### config.mk
export PLATFORM = sky130hd
export DESIGN_NAME = bresenham_line_generator
export DESIGN_NICKNAME = d
export VERILOG_FILES = /design/src/sv/blg_pkg.sv /design/src/sv/bresenham_line_generator.sv /design/src/sv/blg_front.sv /design/src/sv/blg_queue.sv /design/src/sv/blg_back.sv
export SDC_FILE = /design/constraint.sdc
export NUM_CORES = 1
export LEC_CHECK = 0
export BUFFER_PORTS_ARGS = -buffer_cell sky130_fd_sc_hd__buf_2
export CAP_MARGIN = 15
export CORE_MARGIN = 3
export CORE_UTILIZATION = 40
export DETAILED_ROUTE_END_ITERATION = 16
export PLACE_DENSITY = 0.65
export SLEW_MARGIN = 20
export SYNTH_ARGS = -nofsm -noshare
export SYNTH_HDL_FRONTEND = slang
export SYNTH_SLANG_ARGS = --single-unit
export TNS_END_PERCENT = 5
### constraint.sdc
create_clock -name clk -period 5.55 [get_ports clk]
set_input_delay 0.555 -clock clk [delete_from_list [all_inputs] [get_ports clk]]
set_output_delay 0.555 -clock clk [all_outputs]
set_load 0.02 [all_outputs]
### src/sv/blg_pkg.sv
// ----------------------------------------------------------------------------
// blg_pkg
// Types and constants shared by the line generator modules.
// ----------------------------------------------------------------------------
`default_nettype none

package blg_pkg;

    localparam int COORD_BITS        = 12;
    localparam int COLOR_BITS        = 8;
    localparam int TWICE_BITS        = COORD_BITS + 1;
    localparam int ERR_BITS          = COORD_BITS + 3;
    localparam int QUEUE_DEPTH_DEF   = 2;

    typedef enum logic {
        FUNC_START = 1'b0,
        FUNC_STEP  = 1'b1
    } blg_func_t;

    // Input transaction
    typedef struct packed {
        blg_func_t                     func;
        logic signed [COORD_BITS-1:0]  x_start;
        logic signed [COORD_BITS-1:0]  y_start;
        logic signed [COORD_BITS-1:0]  x_end;
        logic signed [COORD_BITS-1:0]  y_end;
        logic        [COLOR_BITS-1:0]  color;
    } blg_in_t;

    // Output transaction
    typedef struct packed {
        logic signed [COORD_BITS-1:0]  pixel_x;
        logic signed [COORD_BITS-1:0]  pixel_y;
        logic        [COLOR_BITS-1:0]  pixel_color;
        logic                          last;
    } blg_pix_t;

    // Classified command held in the queue between front and back
    typedef struct packed {
        blg_func_t                     func;
        logic                          steep;
        logic                          minor_down;
        logic signed [COORD_BITS-1:0]  major_start;
        logic signed [COORD_BITS-1:0]  minor_start;
        logic signed [COORD_BITS-1:0]  major_end;
        logic        [COORD_BITS-1:0]  span_major;
        logic        [COORD_BITS-1:0]  span_minor;
        logic        [COLOR_BITS-1:0]  color;
    } blg_cmd_t;

endpackage

`default_nettype wire

### src/sv/bresenham_line_generator.sv
// An accepted command is first registered in the queue; the back end then takes it from the
// queue head and registers its pixel in the pixel register.
// Throughput: one command per cycle while the output is not stalled, each giving at most one
// pixel, set by the single add-and-compare on the error term in the back end.
// The command queue lets input run up to QUEUE_DEPTH commands ahead of a stalled output.
// Reset: asynchronous, active low; queue empty, no line in progress, no pixel pending.
// ----------------------------------------------------------------------------
// bresenham_line_generator
// Line rasterizer: front end sets up lines, queue decouples, back end walks.
// ----------------------------------------------------------------------------
`default_nettype none

module bresenham_line_generator
    import blg_pkg::*;
#(
    parameter int QUEUE_DEPTH = QUEUE_DEPTH_DEF
)
(
    input  wire            clk,
    input  wire            rst_n,
    input  wire            cmd_valid,
    output logic           cmd_ready,
    input  wire blg_in_t   cmd,
    output logic           pix_valid,
    input  wire            pix_ready,
    output blg_pix_t       pix
);

    blg_cmd_t  front_cmd;
    blg_cmd_t  head_cmd;
    logic      head_valid;
    logic      head_ready;

    // Classify and set up
    blg_front u_front (
        .item (cmd),
        .cmd  (front_cmd)
    );

    // Decouple front and back
    blg_queue #(
        .DEPTH (QUEUE_DEPTH)
    ) u_queue (
        .clk        (clk),
        .rst_n      (rst_n),
        .push_valid (cmd_valid),
        .push_ready (cmd_ready),
        .push_data  (front_cmd),
        .pop_valid  (head_valid),
        .pop_ready  (head_ready),
        .pop_data   (head_cmd)
    );

    // Walk lines and emit pixels
    blg_back u_back (
        .clk       (clk),
        .rst_n     (rst_n),
        .cmd_valid (head_valid),
        .cmd_ready (head_ready),
        .cmd       (head_cmd),
        .pix_valid (pix_valid),
        .pix_ready (pix_ready),
        .pix       (pix)
    );

endmodule

`default_nettype wire

### src/sv/blg_front.sv
// ----------------------------------------------------------------------------
// blg_front
// Classifies input transactions and works out the line setup for starts:
// axis swap, endpoint order, spans and minor direction.
// ----------------------------------------------------------------------------
`default_nettype none

module blg_front
    import blg_pkg::*;
(
    input  wire blg_in_t   item,
    output blg_cmd_t       cmd
);

    logic signed [COORD_BITS:0]   dx;
    logic signed [COORD_BITS:0]   dy;
    logic signed [COORD_BITS:0]   ndx;
    logic signed [COORD_BITS:0]   ndy;
    logic        [COORD_BITS-1:0] adx;
    logic        [COORD_BITS-1:0] ady;
    logic                         steep;
    logic signed [COORD_BITS-1:0] a0;
    logic signed [COORD_BITS-1:0] b0;
    logic signed [COORD_BITS-1:0] a1;
    logic signed [COORD_BITS-1:0] b1;
    logic                         order_swap;
    logic signed [COORD_BITS-1:0] minor_first;
    logic signed [COORD_BITS-1:0] minor_last;

    // Take absolute deltas of both axes
    always_comb
    begin
        dx  = $signed({item.x_end[COORD_BITS-1], item.x_end})
            - $signed({item.x_start[COORD_BITS-1], item.x_start});
        dy  = $signed({item.y_end[COORD_BITS-1], item.y_end})
            - $signed({item.y_start[COORD_BITS-1], item.y_start});
        ndx = -dx;
        ndy = -dy;
        adx = dx[COORD_BITS] ? ndx[COORD_BITS-1:0] : dx[COORD_BITS-1:0];
        ady = dy[COORD_BITS] ? ndy[COORD_BITS-1:0] : dy[COORD_BITS-1:0];
        steep = (ady > adx);
    end

    // Swap axes for steep lines, then order endpoints along the major axis
    always_comb
    begin
        a0 = steep ? item.y_start : item.x_start;
        b0 = steep ? item.x_start : item.y_start;
        a1 = steep ? item.y_end   : item.x_end;
        b1 = steep ? item.x_end   : item.y_end;
        order_swap  = (a0 > a1);
        minor_first = order_swap ? b1 : b0;
        minor_last  = order_swap ? b0 : b1;

        cmd.func        = item.func;
        cmd.steep       = steep;
        cmd.minor_down  = !(minor_first < minor_last);
        cmd.major_start = order_swap ? a1 : a0;
        cmd.minor_start = minor_first;
        cmd.major_end   = order_swap ? a0 : a1;
        cmd.span_major  = steep ? ady : adx;
        cmd.span_minor  = steep ? adx : ady;
        cmd.color       = item.color;
    end

endmodule

`default_nettype wire

### src/sv/blg_queue.sv
// ----------------------------------------------------------------------------
// blg_queue
// Short command queue between the front and the back, so each side
// can stall on its own.
// ----------------------------------------------------------------------------
`default_nettype none

module blg_queue
    import blg_pkg::*;
#(
    parameter int DEPTH = QUEUE_DEPTH_DEF
)
(
    input  wire            clk,
    input  wire            rst_n,
    input  wire            push_valid,
    output logic           push_ready,
    input  wire blg_cmd_t  push_data,
    output logic           pop_valid,
    input  wire            pop_ready,
    output blg_cmd_t       pop_data
);

    localparam int PTR_W = (DEPTH > 1) ? $clog2(DEPTH) : 1;
    localparam int CNT_W = $clog2(DEPTH + 1);

    blg_cmd_t              slot_reg [DEPTH];
    logic [PTR_W-1:0]      wr_ptr_reg;
    logic [PTR_W-1:0]      wr_ptr_next;
    logic [PTR_W-1:0]      rd_ptr_reg;
    logic [PTR_W-1:0]      rd_ptr_next;
    logic [CNT_W-1:0]      count_reg;
    logic [CNT_W-1:0]      count_next;
    logic                  do_push;
    logic                  do_pop;

    assign push_ready = (count_reg != CNT_W'(DEPTH));
    assign pop_valid  = (count_reg != '0);
    assign pop_data   = slot_reg[rd_ptr_reg];
    assign do_push    = push_valid && push_ready;
    assign do_pop     = pop_valid && pop_ready;

    // Advance pointers and occupancy
    always_comb
    begin
        wr_ptr_next = wr_ptr_reg;
        rd_ptr_next = rd_ptr_reg;
        count_next  = count_reg;
        if (do_push)
        begin
            wr_ptr_next = (wr_ptr_reg == PTR_W'(DEPTH - 1)) ? '0 : wr_ptr_reg + 1'b1;
        end
        if (do_pop)
        begin
            rd_ptr_next = (rd_ptr_reg == PTR_W'(DEPTH - 1)) ? '0 : rd_ptr_reg + 1'b1;
        end
        if (do_push && !do_pop)
        begin
            count_next = count_reg + 1'b1;
        end
        else if (!do_push && do_pop)
        begin
            count_next = count_reg - 1'b1;
        end
    end

    always_ff @(posedge clk or negedge rst_n)
    begin
        if (!rst_n)
        begin
            wr_ptr_reg <= '0;
            rd_ptr_reg <= '0;
            count_reg  <= '0;
        end
        else
        begin
            wr_ptr_reg <= wr_ptr_next;
            rd_ptr_reg <= rd_ptr_next;
            count_reg  <= count_next;
        end
    end

    // Store pushed commands
    always_ff @(posedge clk)
    begin
        if (do_push)
        begin
            slot_reg[wr_ptr_reg] <= push_data;
        end
    end

endmodule

`default_nettype wire

### src/sv/blg_back.sv
// ----------------------------------------------------------------------------
// blg_back
// Walks the line: loads setup on start, steps the error term on each
// step command while a line is in progress and drives the registered pixel output.
// ----------------------------------------------------------------------------
`default_nettype none

module blg_back
    import blg_pkg::*;
(
    input  wire            clk,
    input  wire            rst_n,
    input  wire            cmd_valid,
    output logic           cmd_ready,
    input  wire blg_cmd_t  cmd,
    output logic           pix_valid,
    input  wire            pix_ready,
    output blg_pix_t       pix
);

    logic signed [COORD_BITS-1:0] major_pos_reg, major_pos_next;
    logic signed [COORD_BITS-1:0] minor_pos_reg, minor_pos_next;
    logic signed [COORD_BITS-1:0] major_end_reg, major_end_next;
    logic signed [ERR_BITS-1:0]   error_reg, error_next;
    logic        [TWICE_BITS-1:0] twice_dx_reg, twice_dx_next;
    logic        [TWICE_BITS-1:0] twice_dy_reg, twice_dy_next;
    logic                         minor_down_reg, minor_down_next;
    logic                         steep_reg, steep_next;
    logic                         busy_reg, busy_next;
    logic        [COLOR_BITS-1:0] color_reg, color_next;
    logic                         pix_valid_reg, pix_valid_next;
    blg_pix_t                     pix_reg, pix_next;

    logic                         advance;
    logic signed [ERR_BITS-1:0]   err_sub;
    logic signed [ERR_BITS-1:0]   err_step;
    logic signed [COORD_BITS-1:0] minor_step;
    logic signed [COORD_BITS-1:0] major_step;
    logic                         step_last;
    logic                         start_last;

    assign advance   = !pix_valid_reg || pix_ready;
    assign cmd_ready = advance;
    assign pix_valid = pix_valid_reg;
    assign pix       = pix_reg;

    // Error-term step: subtract 2*dy, move minor and add 2*dx back on underflow
    always_comb
    begin
        err_sub = error_reg - $signed({2'b00, twice_dy_reg});
        if (err_sub < 0)
        begin
            err_step   = err_sub + $signed({2'b00, twice_dx_reg});
            minor_step = minor_down_reg ? minor_pos_reg - 1'b1 : minor_pos_reg + 1'b1;
        end
        else
        begin
            err_step   = err_sub;
            minor_step = minor_pos_reg;
        end
        major_step = major_pos_reg + 1'b1;
        step_last  = (major_step >= major_end_reg);
        start_last = (cmd.major_start == cmd.major_end);
    end

    // Execute the command at the head of the queue
    always_comb
    begin
        major_pos_next  = major_pos_reg;
        minor_pos_next  = minor_pos_reg;
        major_end_next  = major_end_reg;
        error_next      = error_reg;
        twice_dx_next   = twice_dx_reg;
        twice_dy_next   = twice_dy_reg;
        minor_down_next = minor_down_reg;
        steep_next      = steep_reg;
        busy_next       = busy_reg;
        color_next      = color_reg;
        pix_valid_next  = pix_valid_reg;
        pix_next        = pix_reg;

        if (advance)
        begin
            pix_valid_next = 1'b0;
            if (cmd_valid)
            begin
                case (cmd.func)
                    FUNC_START:
                    begin
                        major_pos_next   = cmd.major_start;
                        minor_pos_next   = cmd.minor_start;
                        major_end_next   = cmd.major_end;
                        error_next       = $signed({3'b000, cmd.span_major});
                        twice_dx_next    = {cmd.span_major, 1'b0};
                        twice_dy_next    = {cmd.span_minor, 1'b0};
                        minor_down_next  = cmd.minor_down;
                        steep_next       = cmd.steep;
                        busy_next        = !start_last;
                        color_next       = cmd.color;
                        pix_valid_next   = 1'b1;
                        pix_next.pixel_x = cmd.steep ? cmd.minor_start : cmd.major_start;
                        pix_next.pixel_y = cmd.steep ? cmd.major_start : cmd.minor_start;
                        pix_next.pixel_color = cmd.color;
                        pix_next.last    = start_last;
                    end
                    FUNC_STEP:
                    begin
                        // Drop a step while idle
                        if (busy_reg)
                        begin
                            major_pos_next   = major_step;
                            minor_pos_next   = minor_step;
                            error_next       = err_step;
                            busy_next        = !step_last;
                            pix_valid_next   = 1'b1;
                            pix_next.pixel_x = steep_reg ? minor_step : major_step;
                            pix_next.pixel_y = steep_reg ? major_step : minor_step;
                            pix_next.pixel_color = color_reg;
                            pix_next.last    = step_last;
                        end
                    end
                    default:
                    begin
                        busy_next = busy_reg;
                    end
                endcase
            end
        end
    end

    always_ff @(posedge clk or negedge rst_n)
    begin
        if (!rst_n)
        begin
            busy_reg      <= 1'b0;
            pix_valid_reg <= 1'b0;
        end
        else
        begin
            busy_reg      <= busy_next;
            pix_valid_reg <= pix_valid_next;
        end
    end

    // Hold line state and output payload
    always_ff @(posedge clk)
    begin
        major_pos_reg  <= major_pos_next;
        minor_pos_reg  <= minor_pos_next;
        major_end_reg  <= major_end_next;
        error_reg      <= error_next;
        twice_dx_reg   <= twice_dx_next;
        twice_dy_reg   <= twice_dy_next;
        minor_down_reg <= minor_down_next;
        steep_reg      <= steep_next;
        color_reg      <= color_next;
        pix_reg        <= pix_next;
    end

endmodule

`default_nettype wire

Word level (Yosys, flattened, before mapping)
Memories as Yosys holds them, arrays and structs flattened. Index checks and enable logic that the tools add are counted.

Bitwise logic cells: 1. Equal/unequal tests: 3. Shift-type cells: 0. Div/mod/pow operators: 0. Magnitude comparators: 5. $add $sub $neg: 13. Reduce and logical (&&, ||, !) cells: 16. Muxes and demuxes: 38. Multiply operators: 0.

Operator list (count): 12-bit 2-to-1 mux (20); 33-bit one-hot mux with 2 select lines (1); 12-bit one-hot mux with 2 select lines (2); 33-bit 2-to-1 mux (1); 15-bit 2-to-1 mux (2); 15-bit one-hot mux with 2 select lines (1); 12-bit by 12-bit subtractor with 13-bit output (2); 12-bit by 1-bit adder with 12-bit output, second input constant (2); 12-bit > comparator (2); 12-bit negation (2); 15-bit by 14-bit adder with 15-bit output (1); 15-bit by 1-bit < comparator with 1-bit output, second input constant (1); 15-bit by 14-bit subtractor with 15-bit output (1); 12-bit == test (1); 12-bit >= comparator (1); 12-bit < comparator (1); 12-bit by 1-bit subtractor with 12-bit output, second input constant (1); 1-bit 2-to-1 mux (7); 1-bit zero test (6); 3-bit AND reduction (2); 1-bit logical AND (4); 2-bit 2-to-1 mux (2); 2-bit inequality test, second input constant (2); 1-bit one-hot mux with 2 select lines (2); other kinds (7) (9).

RAM bits: 142. Bits in latches: 0. Register bits: 124. Memories kept: 1. Logic and storage cells: 95. Input bits: 61. ROM bits: 0.

Memories: u_queue.slot_reg (words 2, bits a word 71, rd ports 1, clocked after Yosys merged registers in 0, write ports 1, line blg_queue.sv:27) `blg_cmd_t slot_reg [DEPTH];`.

Logic depth before layout (Yosys ltp)
Gate-level depths: netlist of the first run.

Word-level depth: 9. Depth in mapped cells: 43.

Modules after synthesis
Synthesis of the first run repeated with hierarchy kept, for this count alone.

Cell total of the unflattened synthesis: 1479. Area total of the unflattened synthesis: 17048.9 sq um.

Modules (own cells, without submodules): blg_back (area each 7319.5 sq um, seq. area each 3563.4 sq um, cells each 663, times used 1); blg_queue (area each 5667.9 sq um, seq. area each 4364.2 sq um, cells each 239, times used 1); blg_front (area each 4061.4 sq um, seq. area each 0.0 sq um, cells each 577, times used 1).

Worst setup path after synthesis of the first run
No wires, ideal clock.

Kind: in2reg. Start: input port cmd[8] in the netlist's numbering. End: memory u_queue.slot_reg[0][68] in the netlist's numbering (data pin). Slack: -2697 ps. Stages on the path: 41. Arrival time: 7985 ps. Setup time: 262 ps. Cells stage by stage: inv_1 ha_1 fa_1 nand2b_1 a21o_1 a311oi_2 nand2_2 nor4b_4 nand3b_1 a211oi_2 xnor2_1 inv_1 ha_1 nand4_1 o21a_1 a21oi_1 buf_2 buf_2 [5 not listed] o21a_1 o21a_1 o21ai_0 a31oi_1 a21oi_1 buf_2 buf_2 mux2i_1 ha_1 a21o_1 a21o_1 a21oi_1 nor2b_1 o21ai_0 nand2b_1 a21oi_1 nand2_1 mux2_2.

RTL lines: from (decl) (line bresenham_line_generator.sv:23) `input wire blg_in_t cmd,`; to (decl) (line blg_queue.sv:27).

==> flow_metrics.env, run 1 <==
export IMPL_status="complete, but fails checks"
export IMPL_violations="negative setup slack"
export IMPL_syn_avg_cell_area_um2=11.13
export IMPL_synthesis_area_um2=16900
export IMPL_vias=12880
export IMPL_max_stage_delay_ns=0.52
export IMPL_path_buf_inv=6
export IMPL_core_area_um2=41290
export IMPL_clock_fmax_ghz=0.1373
export IMPL_htreeDepth=1
export IMPL_fp_row_count=74
export IMPL_grt_pass1_wl_um=68080
export IMPL_drv_slew=0
export IMPL_yosysSeqAreaShare=0.4692
export IMPL_fin_area_um2=21900
export IMPL_cp_max_fo=8
export IMPL_grt_pass1_vias=12760
export IMPL_initial_core_util=0.4092
export IMPL_synth_fp_nets=1693
export IMPL_final_instance_count_excl_fill=2415
export IMPL_initialDrtViolationCount=745
export IMPL_slowest_stage="a2111oi_0"
export IMPL_wl_per_cell_um=18.39
export IMPL_hold_viol_final=0
export IMPL_yosys_warnings=0
export IMPL_cts_sinks=265
export IMPL_fin_crit_sh=1.313
export IMPL_fin_crit_ns=7.284
export IMPL_setup_viol=74
export IMPL_crit_path_end_kind="flop"
export IMPL_io_pins=96
export IMPL_grtUsageTotal=0.1912
export IMPL_die_w_um=211.5
export IMPL_routed_wl_um=44400
export IMPL_antenna_diode_count=0
export IMPL_grt_overflow=0
export IMPL_fin_worst_skew_ns=0.02634
export IMPL_hold_path_class="input pin to flop"
export IMPL_grt_busiest_layer="met2"
export IMPL_path_class="input pin to flop"
export IMPL_synth_edf_count=259
export IMPL_hpwl_um=32670
export IMPL_clock_latency_ns=0.55
export IMPL_critPathLaunchType="input pin"
export IMPL_slew_headroom=0.3006
export IMPL_largest_register_ffs=142
export IMPL_async_flop_share=0.02264
export IMPL_ant_nets=0
export IMPL_clkTransAtPathRegs_ns=0.06
export IMPL_cp_top_family="compound AO/OA/AOI/OAI gates"
export IMPL_final_nets=2040
export IMPL_synth_cell_types=83
export IMPL_met3_usage=0.01823
export IMPL_die_area_um2=44740
export IMPL_fin_tns_setup_ns=-25.43
export IMPL_numCtsBuffers=27
export IMPL_tightest_slew_ns=1.047
export IMPL_synthCells=1518
export IMPL_antenna_found_initial=0
export IMPL_setup_ws_ns=-1.734
export IMPL_synth_ff_latch_count=265
export IMPL_grt_use_met1=0.2691
export IMPL_clock_path_buffers=3
export IMPL_route_detailed_drc=0
export IMPL_worstPathArrival_ns=7.58
export IMPL_rsz0062_at_grt="true"
export IMPL_drv_cap=0
export IMPL_grt_start_max_net_pins=92
export IMPL_cts_tree="done"
export IMPL_placedCellCount=2332
export IMPL_port_buffers=95
export IMPL_gp_congestion=0.9064
export IMPL_first_pass_iters=5
export IMPL_clockRootBuffer="clkbuf_16"
export IMPL_fp_dieH_um=211.5
export IMPL_viasPerCell=5.331
export IMPL_post_dp_cell_area_um2=19850
export IMPL_grtUsageMet2=0.3183
export IMPL_drive_gt1_frac=0.3457
export IMPL_crit_required_ns=5.84
export IMPL_syn_to_final_growth_pct=29.58
export IMPL_ys_flop_type="edfxtp_1"
## synth_stat cells (5+ instances only)
master | count | area, µm²
a211oi_1 | 22 | 165.2
a21o_1 | 24 | 180.2
a21oi_1 | 118 | 590.6
a31oi_1 | 8 | 50.05
and2_1 | 5 | 31.28
and3_1 | 9 | 56.30
buf_1 | 8 | 30.03
buf_2 | 14 | 70.07
clkbuf_1 | 34 | 127.6
dfrtp_1 | 6 | 150.1
edfxtp_1 | 259 | 7777
fa_1 | 5 | 100.1
ha_1 | 109 | 1364
inv_1 | 101 | 379.1
mux2_2 | 81 | 912.1
mux2i_1 | 144 | 1441
nand2_1 | 85 | 319.1
nand2b_1 | 15 | 93.84
nand3_1 | 19 | 95.09
nand4_1 | 10 | 62.56
nor2_1 | 119 | 446.7
nor2b_1 | 24 | 150.1
nor3_1 | 19 | 95.09
nor4_1 | 5 | 31.28
o211ai_1 | 16 | 120.1
o21a_1 | 12 | 90.09
o21ai_0 | 54 | 270.3
o21ai_1 | 10 | 50.05
o21bai_1 | 5 | 37.54
or3_1 | 10 | 62.56
xnor2_1 | 52 | 455.4
xor2_1 | 32 | 280.3
## what timing repair did
action | in CTS | in global routing
resized for setup | 46 | 106
setup endpoints to repair | 74 | 74
pin swaps | 13 | 40
buffers inserted | 11 | 21
hold endpoints to repair | 6 | 0
cloned | 2 | 3
hold buffers | 1 | 0
## stage by stage
step / utilization / setup slack [ns] / hold WS (ns)
after floorplan: - / -1.859 / 0.2594
after global placement: 0.4806 / -2.191 / 0.3855
after detailed placement: 0.4806 / -2.388 / 0.3877
after CTS: 0.5121 / -1.625 / 0.1741
after global routing: 0.5302 / -2.002 / 0.1846
final: 0.5302 / -1.734 / 0.1944
## routing by layer
layer / up-vias / share of wire
met5: - / 0
met4: 0 / 0.024
met3: 51 / 0.043
met2: 296 / 0.46
met1: 6224 / 0.47
li1: 6304 / -
## final timing paths
| kind | startpoint | endpoint | slack [ns] | depth (start not counted) |
|---|---|---|---|---|
| max | cmd[20] | u_queue.slot_reg[0][68] | -1.73 | 34 |
| min | cmd[7] | u_queue.slot_reg[1][7] | 0.19 | 1 |
| max reg2reg | u_back.error_reg[1] | u_back.error_reg[13] | 1.65 | 14 |
| min reg2reg | u_queue.count_reg[1] | u_queue.count_reg[1] | 0.51 | 1 |
| max in group asynchronous | rst_n | u_queue.rd_ptr_reg | 5.03 | 2 |
| min in group asynchronous | rst_n | u_back.pix_valid | 0.36 | 2 |
## cell usage in the layout (no fill, tap or decap), types with 6 or more instances in the layout
cell and count:
a211oi_1 18, a21o_1 24, a21oi_1 101, a21oi_2 14
a31oi_1 6, and3_1 8, buf_12 8, buf_2 91
buf_4 262, buf_6 13, clkbuf_16 29, edfxtp_1 259
ha_1 88, ha_4 19, inv_1 96, mux2_2 74
mux2_4 7, mux2i_1 113, mux2i_2 20, mux2i_4 11
nand2_1 85, nand2b_1 13, nand3_1 19, nand4_1 10
nor2_1 109, nor2_2 7, nor2b_1 22, nor3_1 18
o211ai_1 16, o21a_1 11, o21ai_0 48, o21ai_1 12
or3_1 9, xnor2_1 51, xor2_1 28
## worst reg2reg max path: stages, from the launching register on
cell and delay, ns:
edfxtp_1 0.36, inv_1 0.06, ha_1 0.17, inv_1 0.06
fa_1 0.52, fa_1 0.48, a21o_1 0.19, a21oi_1 0.25
o21bai_1 0.13, a2111oi_0 0.59, or3_1 0.24, o21ai_0 0.13
o31ai_1 0.25, xnor2_1 0.15, nor2_1 0.05
## final cells by class
class                   instances  area, µm²
fillers                      3574      19400
flip-flops and latches        265       7931
multi-input cells            1091       9193
well taps                     532      665.6
clock inverters                15      212.7
inverters                     102      395.4
repair buffers                378       2804
clock buffers                  32      694.4
## logic make-up after synthesis
logic type / after synthesis / share of synthesized area
AO/OA/AOI/OAI: 319 / 0.1219
XOR/XNOR: 87 / 0.04643
adder cells (fa/ha/maj): 114 / 0.08663
buffers and inverters: 162 / 0.03813
flip-flops: 265 / 0.4692
multiplexers: 225 / 0.1393
AND/OR/NAND/NOR: 346 / 0.09848
Power of run 1 is not shown: default switching activity piles up to over one toggle a cycle in this logic, so the estimate is an artifact.
==> inputs of run 2 (changes only) <==
--- a/config.mk
+++ b/config.mk
@@ -11,6 +11,7 @@
 export CORE_UTILIZATION = 40
 export DETAILED_ROUTE_END_ITERATION = 16
 export PLACE_DENSITY = 0.65
+export RECOVER_POWER = 50
 export SLEW_MARGIN = 20
 export SYNTH_ARGS = -nofsm -noshare
 export SYNTH_HDL_FRONTEND = slang
==> run 2 against run 1 <==
Effect of this change:
- the flow finishes with violations (max-capacitance violations, max-slew violations, negative setup slack)
- utilization is 0.21 points lower
- via count is 0.52% higher
- fmax is 0.10% lower
- clock-buffer cell count stayed put
- flip-flop and latch count stayed put
- critical path depth stayed put
- critical path type unchanged
==> flow_metrics.env, run 2 (same netlist as run 1, synthesis figures left out) <==
export IMPL_fin_worst_skew_ns=0.02734
export IMPL_wl_per_cell_um=18.35
export IMPL_placedCellCount=2332
export IMPL_core_area_um2=41290
export IMPL_dr_wl_met2_um=20630
export IMPL_fin_crit_ns=7.292
export IMPL_route_detailed_drc=0
export IMPL_path_class="input pin to flop"
export IMPL_setup_ws_ns=-1.742
export IMPL_wl_met1_um=20390
export IMPL_slowest_stage="a2111oi_0"
export IMPL_drive_gt1_frac=0.3027
export IMPL_wl_met3_um=2212
export IMPL_grt_pass1_wl_um=68080
export IMPL_grt_pass1_vias=12760
export IMPL_clock_latency_ns=0.55
export IMPL_status="complete, but fails checks"
export IMPL_highest_layer="met4"
export IMPL_htreeDepth=1
export IMPL_drv_slew=270
export IMPL_gp_congestion=0.9064
export IMPL_tightest_slew_ns=3.429
export IMPL_slew_headroom=-1.286
export IMPL_post_place_ws_ns=-2.388
export IMPL_grt_start_max_net_pins=92
export IMPL_setup_viol=74
export IMPL_hold_path_class="input pin to flop"
export IMPL_cts_sinks=265
export IMPL_final_util=0.5282
export IMPL_ant_nets=0
export IMPL_violations="max-capacitance violations, max-slew violations, negative setup slack"
export IMPL_routed_wl_um=44310
export IMPL_initial_core_util=0.4092
export IMPL_cts_tree="done"
export IMPL_grtUsageTotal=0.1912
export IMPL_antenna_found_initial=0
export IMPL_rsz0062_at_grt="true"
export IMPL_port_buffers=95
export IMPL_final_nets=2040
export IMPL_clock_path_buffers=3
export IMPL_antenna_diode_count=0
export IMPL_cp_max_fo=8
export IMPL_mostFrequentLayoutCells="259 x edfxtp_1, 257 x buf_4, 113 x mux2i_1"
export IMPL_viasPerCell=5.359
export IMPL_fin_area_um2=21810
export IMPL_fp_dieH_um=211.5
export IMPL_final_seq_area_um2=7928
export IMPL_io_pins=96
export IMPL_final_instance_count_excl_fill=2415
export IMPL_max_stage_delay_ns=0.52
export IMPL_post_dp_cell_area_um2=19850
export IMPL_crit_path_end_kind="flop"
export IMPL_clock_fmax_ghz=0.1371
export IMPL_vias=12940
export IMPL_grt_overflow=0
export IMPL_hpwl_um=32670
export IMPL_fp_row_count=74
export IMPL_crit_required_ns=5.84
export IMPL_numCtsBuffers=27
export IMPL_largest_register_ffs=142
export IMPL_fillers=3611
export IMPL_hold_viol_final=0
export IMPL_multi_input_area_um2=9180
export IMPL_drv_cap=5
export IMPL_first_pass_iters=5
export IMPL_clkTransAtPathRegs_ns=0.06
export IMPL_initialDrtViolationCount=738
export IMPL_clockRootBuffer="clkbuf_16"
export IMPL_fin_crit_sh=1.314
export IMPL_syn_to_final_growth_pct=29.08
export IMPL_die_area_um2=44740
export IMPL_critPathLaunchType="input pin"
export IMPL_worstPathArrival_ns=7.59
export IMPL_layout_commonest_cell="edfxtp_1"
export IMPL_die_w_um=211.5
[run 2: worst paths after layout]
kind / startpoint / end / cells after the start / slack, ns
max in group asynchronous: rst_n / u_queue.wr_ptr_reg / 2 / 4.88
min in group asynchronous: rst_n / u_back.pix_valid / 2 / 0.41
worst min-delay path: cmd[7] / u_queue.slot_reg[1][7] / 1 / 0.19
worst max-delay path: cmd[20] / u_queue.slot_reg[0][68] / 34 / -1.74
worst max register to register: u_queue.rd_ptr_reg / u_back.twice_dx_reg[7] / 4 / 0.19
worst min register to register: u_queue.count_reg[1] / u_queue.count_reg[1] / 1 / 0.49
[run 2: area by class of cell]
class | instances | area share
clock buffers | 32 | 0.03184
clock inverters | 15 | 0.009752
inverters | 102 | 0.01813
multi-input cells | 1091 | 0.4209
flip-flops and latches | 265 | 0.3635
well taps | 532 | 0.03052
repair buffers | 378 | 0.1254
[run 2: what timing repair did]
action | CTS | global route
endpoints found under the hold margin | 6 | 0
gates resized for setup | 46 | 106
setup buffers | 11 | 21
hold buffers | 1 | 0
endpoints found under the setup margin | 74 | 74
pin swaps | 13 | 40
gates cloned | 2 | 3
[run 2: per-layer routing]
metal,track usage,vias up
met5,0,-
met4,0.05127,0
met3,0.01823,51
met2,0.3183,326
met1,0.2691,6267
li1,-,6298
[run 2: through the flow]
step	setup TNS, ns	hold WS (ns)
floorplan	-39.35	0.2594
global placement	-70.31	0.3855
detailed placement	-82.15	0.3877
CTS	-25.48	0.1741
global route	-53.29	0.1846
finish	-25.88	0.1930
[run 2: worst max-delay path, delay by kind of cell]
family / cells / cell delay (ns)
AO/OA/AOI/OAI: 13 / 2.78
adder cells (fa/ha/maj): 5 / 1.39
AND/OR/NAND/NOR: 5 / 0.93
multiplexers: 3 / 0.91
buffers and inverters: 6 / 0.67
XOR/XNOR: 2 / 0.32
Power of run 2 is left out for the same reason.
==> inputs of run 3 (changes only) <==
--- a/config.mk
+++ b/config.mk
@@ -7,7 +7,7 @@
 export LEC_CHECK = 0
 export BUFFER_PORTS_ARGS = -buffer_cell sky130_fd_sc_hd__buf_2
 export CAP_MARGIN = 15
-export CORE_MARGIN = 3
+export CORE_MARGIN = 2
 export CORE_UTILIZATION = 40
 export DETAILED_ROUTE_END_ITERATION = 16
 export PLACE_DENSITY = 0.65
==> run 3 against run 2 <==
Effect of this change:
- the flow still finishes with violations (max-capacitance violations, max-slew violations, negative setup slack)
- final area up 1.7%
- clock-buffer cell count down 3
- setup slack worse by 0.00064 ns
- non-clock buffer count up 21
- via count up 0.64%
- cell count up 1.3%
- largest cell class unchanged
- register-to-register slack better by 0.16 ns
==> flow_metrics.env, run 3 (same netlist as run 1, synthesis figures left out) <==
export IMPL_clock_fmax_ghz=0.1371
export IMPL_syn_to_final_growth_pct=31.34
export IMPL_clockRootBuffer="clkbuf_16"
export IMPL_cp_top_family="compound AO/OA/AOI/OAI gates"
export IMPL_cts_tree="done"
export IMPL_grt_pass1_vias=12950
export IMPL_grtUsageTotal=0.2016
export IMPL_r2r_cells=6
export IMPL_gp_congestion=0.9442
export IMPL_largest_register_ffs=142
export IMPL_htreeDepth=1
export IMPL_die_w_um=209.5
export IMPL_drv_slew=172
export IMPL_antenna_found_initial=0
export IMPL_reg2reg_slack_ns=0.35
export IMPL_tightest_slew_ns=3.125
export IMPL_drive_gt1_frac=0.3204
export IMPL_fp_row_count=75
export IMPL_drv_cap=4
export IMPL_vias=13030
export IMPL_grt_overflow=0
export IMPL_io_pins=96
export IMPL_layout_commonest_cell="buf_4"
export IMPL_path_class="input pin to flop"
export IMPL_post_place_ws_ns=-2.519
export IMPL_fillers=3619
export IMPL_post_dp_cell_area_um2=19880
export IMPL_grt_start_max_net_pins=92
export IMPL_fin_crit_sh=1.314
export IMPL_clock_path_buffers=3
export IMPL_die_area_um2=43900
export IMPL_hold_path_class="input pin to flop"
export IMPL_crit_required_ns=5.84
export IMPL_final_nets=2062
export IMPL_mostFrequentLayoutCells="265 x buf_4, 259 x edfxtp_1, 112 x nor2_1"
export IMPL_antenna_diode_count=0
export IMPL_hold_depth=1
export IMPL_status="complete, but fails checks"
export IMPL_fin_worst_skew_ns=0.02040
export IMPL_max_stage_delay_ns=0.41
export IMPL_hpwl_um=32930
export IMPL_fp_dieH_um=209.5
export IMPL_critPathLaunchType="input pin"
export IMPL_hold_viol_final=0
export IMPL_fin_crit_ns=7.292
export IMPL_setup_ws_ns=-1.742
export IMPL_rsz0062_at_grt="true"
export IMPL_violations="max-capacitance violations, max-slew violations, negative setup slack"
export IMPL_initialDrtViolationCount=840
export IMPL_port_buffers=95
export IMPL_wl_per_cell_um=18.52
export IMPL_route_detailed_drc=0
export IMPL_routed_wl_um=45300
export IMPL_numCtsBuffers=27
export IMPL_grt_pass1_wl_um=69940
export IMPL_initial_core_util=0.4037
export IMPL_ant_nets=0
export IMPL_clkTransAtPathRegs_ns=0.06
export IMPL_clock_latency_ns=0.55
export IMPL_worstPathArrival_ns=7.58
export IMPL_cp_max_fo=12
export IMPL_crit_path_end_kind="flop"
export IMPL_slowest_stage="or3_4"
export IMPL_cp_depth=42
export IMPL_viasPerCell=5.325
export IMPL_core_area_um2=41850
export IMPL_slew_headroom=-1.083
export IMPL_first_pass_iters=5
export IMPL_fin_area_um2=22190
export IMPL_cts_sinks=265
export IMPL_path_buf_inv=9
export IMPL_setup_viol=74
## run 3: final cells by class
class	count	area, µm²	area share
inverters	102	395.4	0.01782
multi-input cells	1092	9420	0.4245
well taps	539	674.4	0.03039
clock inverters	20	118.9	0.005356
flip-flops and latches	265	7928	0.3572
repair buffers	399	2973	0.1340
clock buffers	29	683.2	0.03078
## run 3: stage by stage
| stage | utilization | hold WS (ns) | instances | TNS [ns] |
|---|---|---|---|---|
| after floorplan | - | 0.2594 | 1518 | -39.35 |
| after global placement | 0.4750 | 0.3832 | 2344 | -70.77 |
| after detailed placement | 0.4750 | 0.3845 | 2344 | -80.12 |
| after CTS | 0.5211 | 0.1781 | 2430 | -23.91 |
| after global routing | 0.5303 | 0.1857 | 2446 | -47.82 |
| final | 0.5303 | 0.2008 | 2446 | -28.35 |
## run 3: what timing repair did
| action | 4_1_cts | 5_1_grt |
|---|---|---|
| setup endpoints to repair | 74 | 74 |
| hold buffers | 1 | 0 |
| buffers inserted | 32 | 20 |
| pin swaps | 34 | 56 |
| endpoints found under the hold margin | 6 | 0 |
| cloned | 6 | 1 |
| resized for setup | 133 | 79 |
## run 3: path summary, 6_finish.rpt
path | start | to
min reg2reg | u_queue.wr_ptr_reg | u_queue.wr_ptr_reg
max in group asynchronous | rst_n | u_queue.count_reg[0]
min | cmd[6] | u_queue.slot_reg[0][6]
max reg2reg | u_queue.rd_ptr_reg | u_back.pix[0]
max | cmd[20] | u_queue.slot_reg[0][68]
min in group asynchronous | rst_n | u_back.pix_valid
## run 3: per-layer routing
layer / vias to the layer above / part of all wire / track usage
met3: 36 / 0.046 / 0.02259
met1: 6345 / 0.47 / 0.2799
met5: - / 0 / 0
met4: 0 / 0.013 / 0.04084
li1: 6345 / - / -
met2: 299 / 0.47 / 0.3430
Power of run 3 is left out for the same reason.
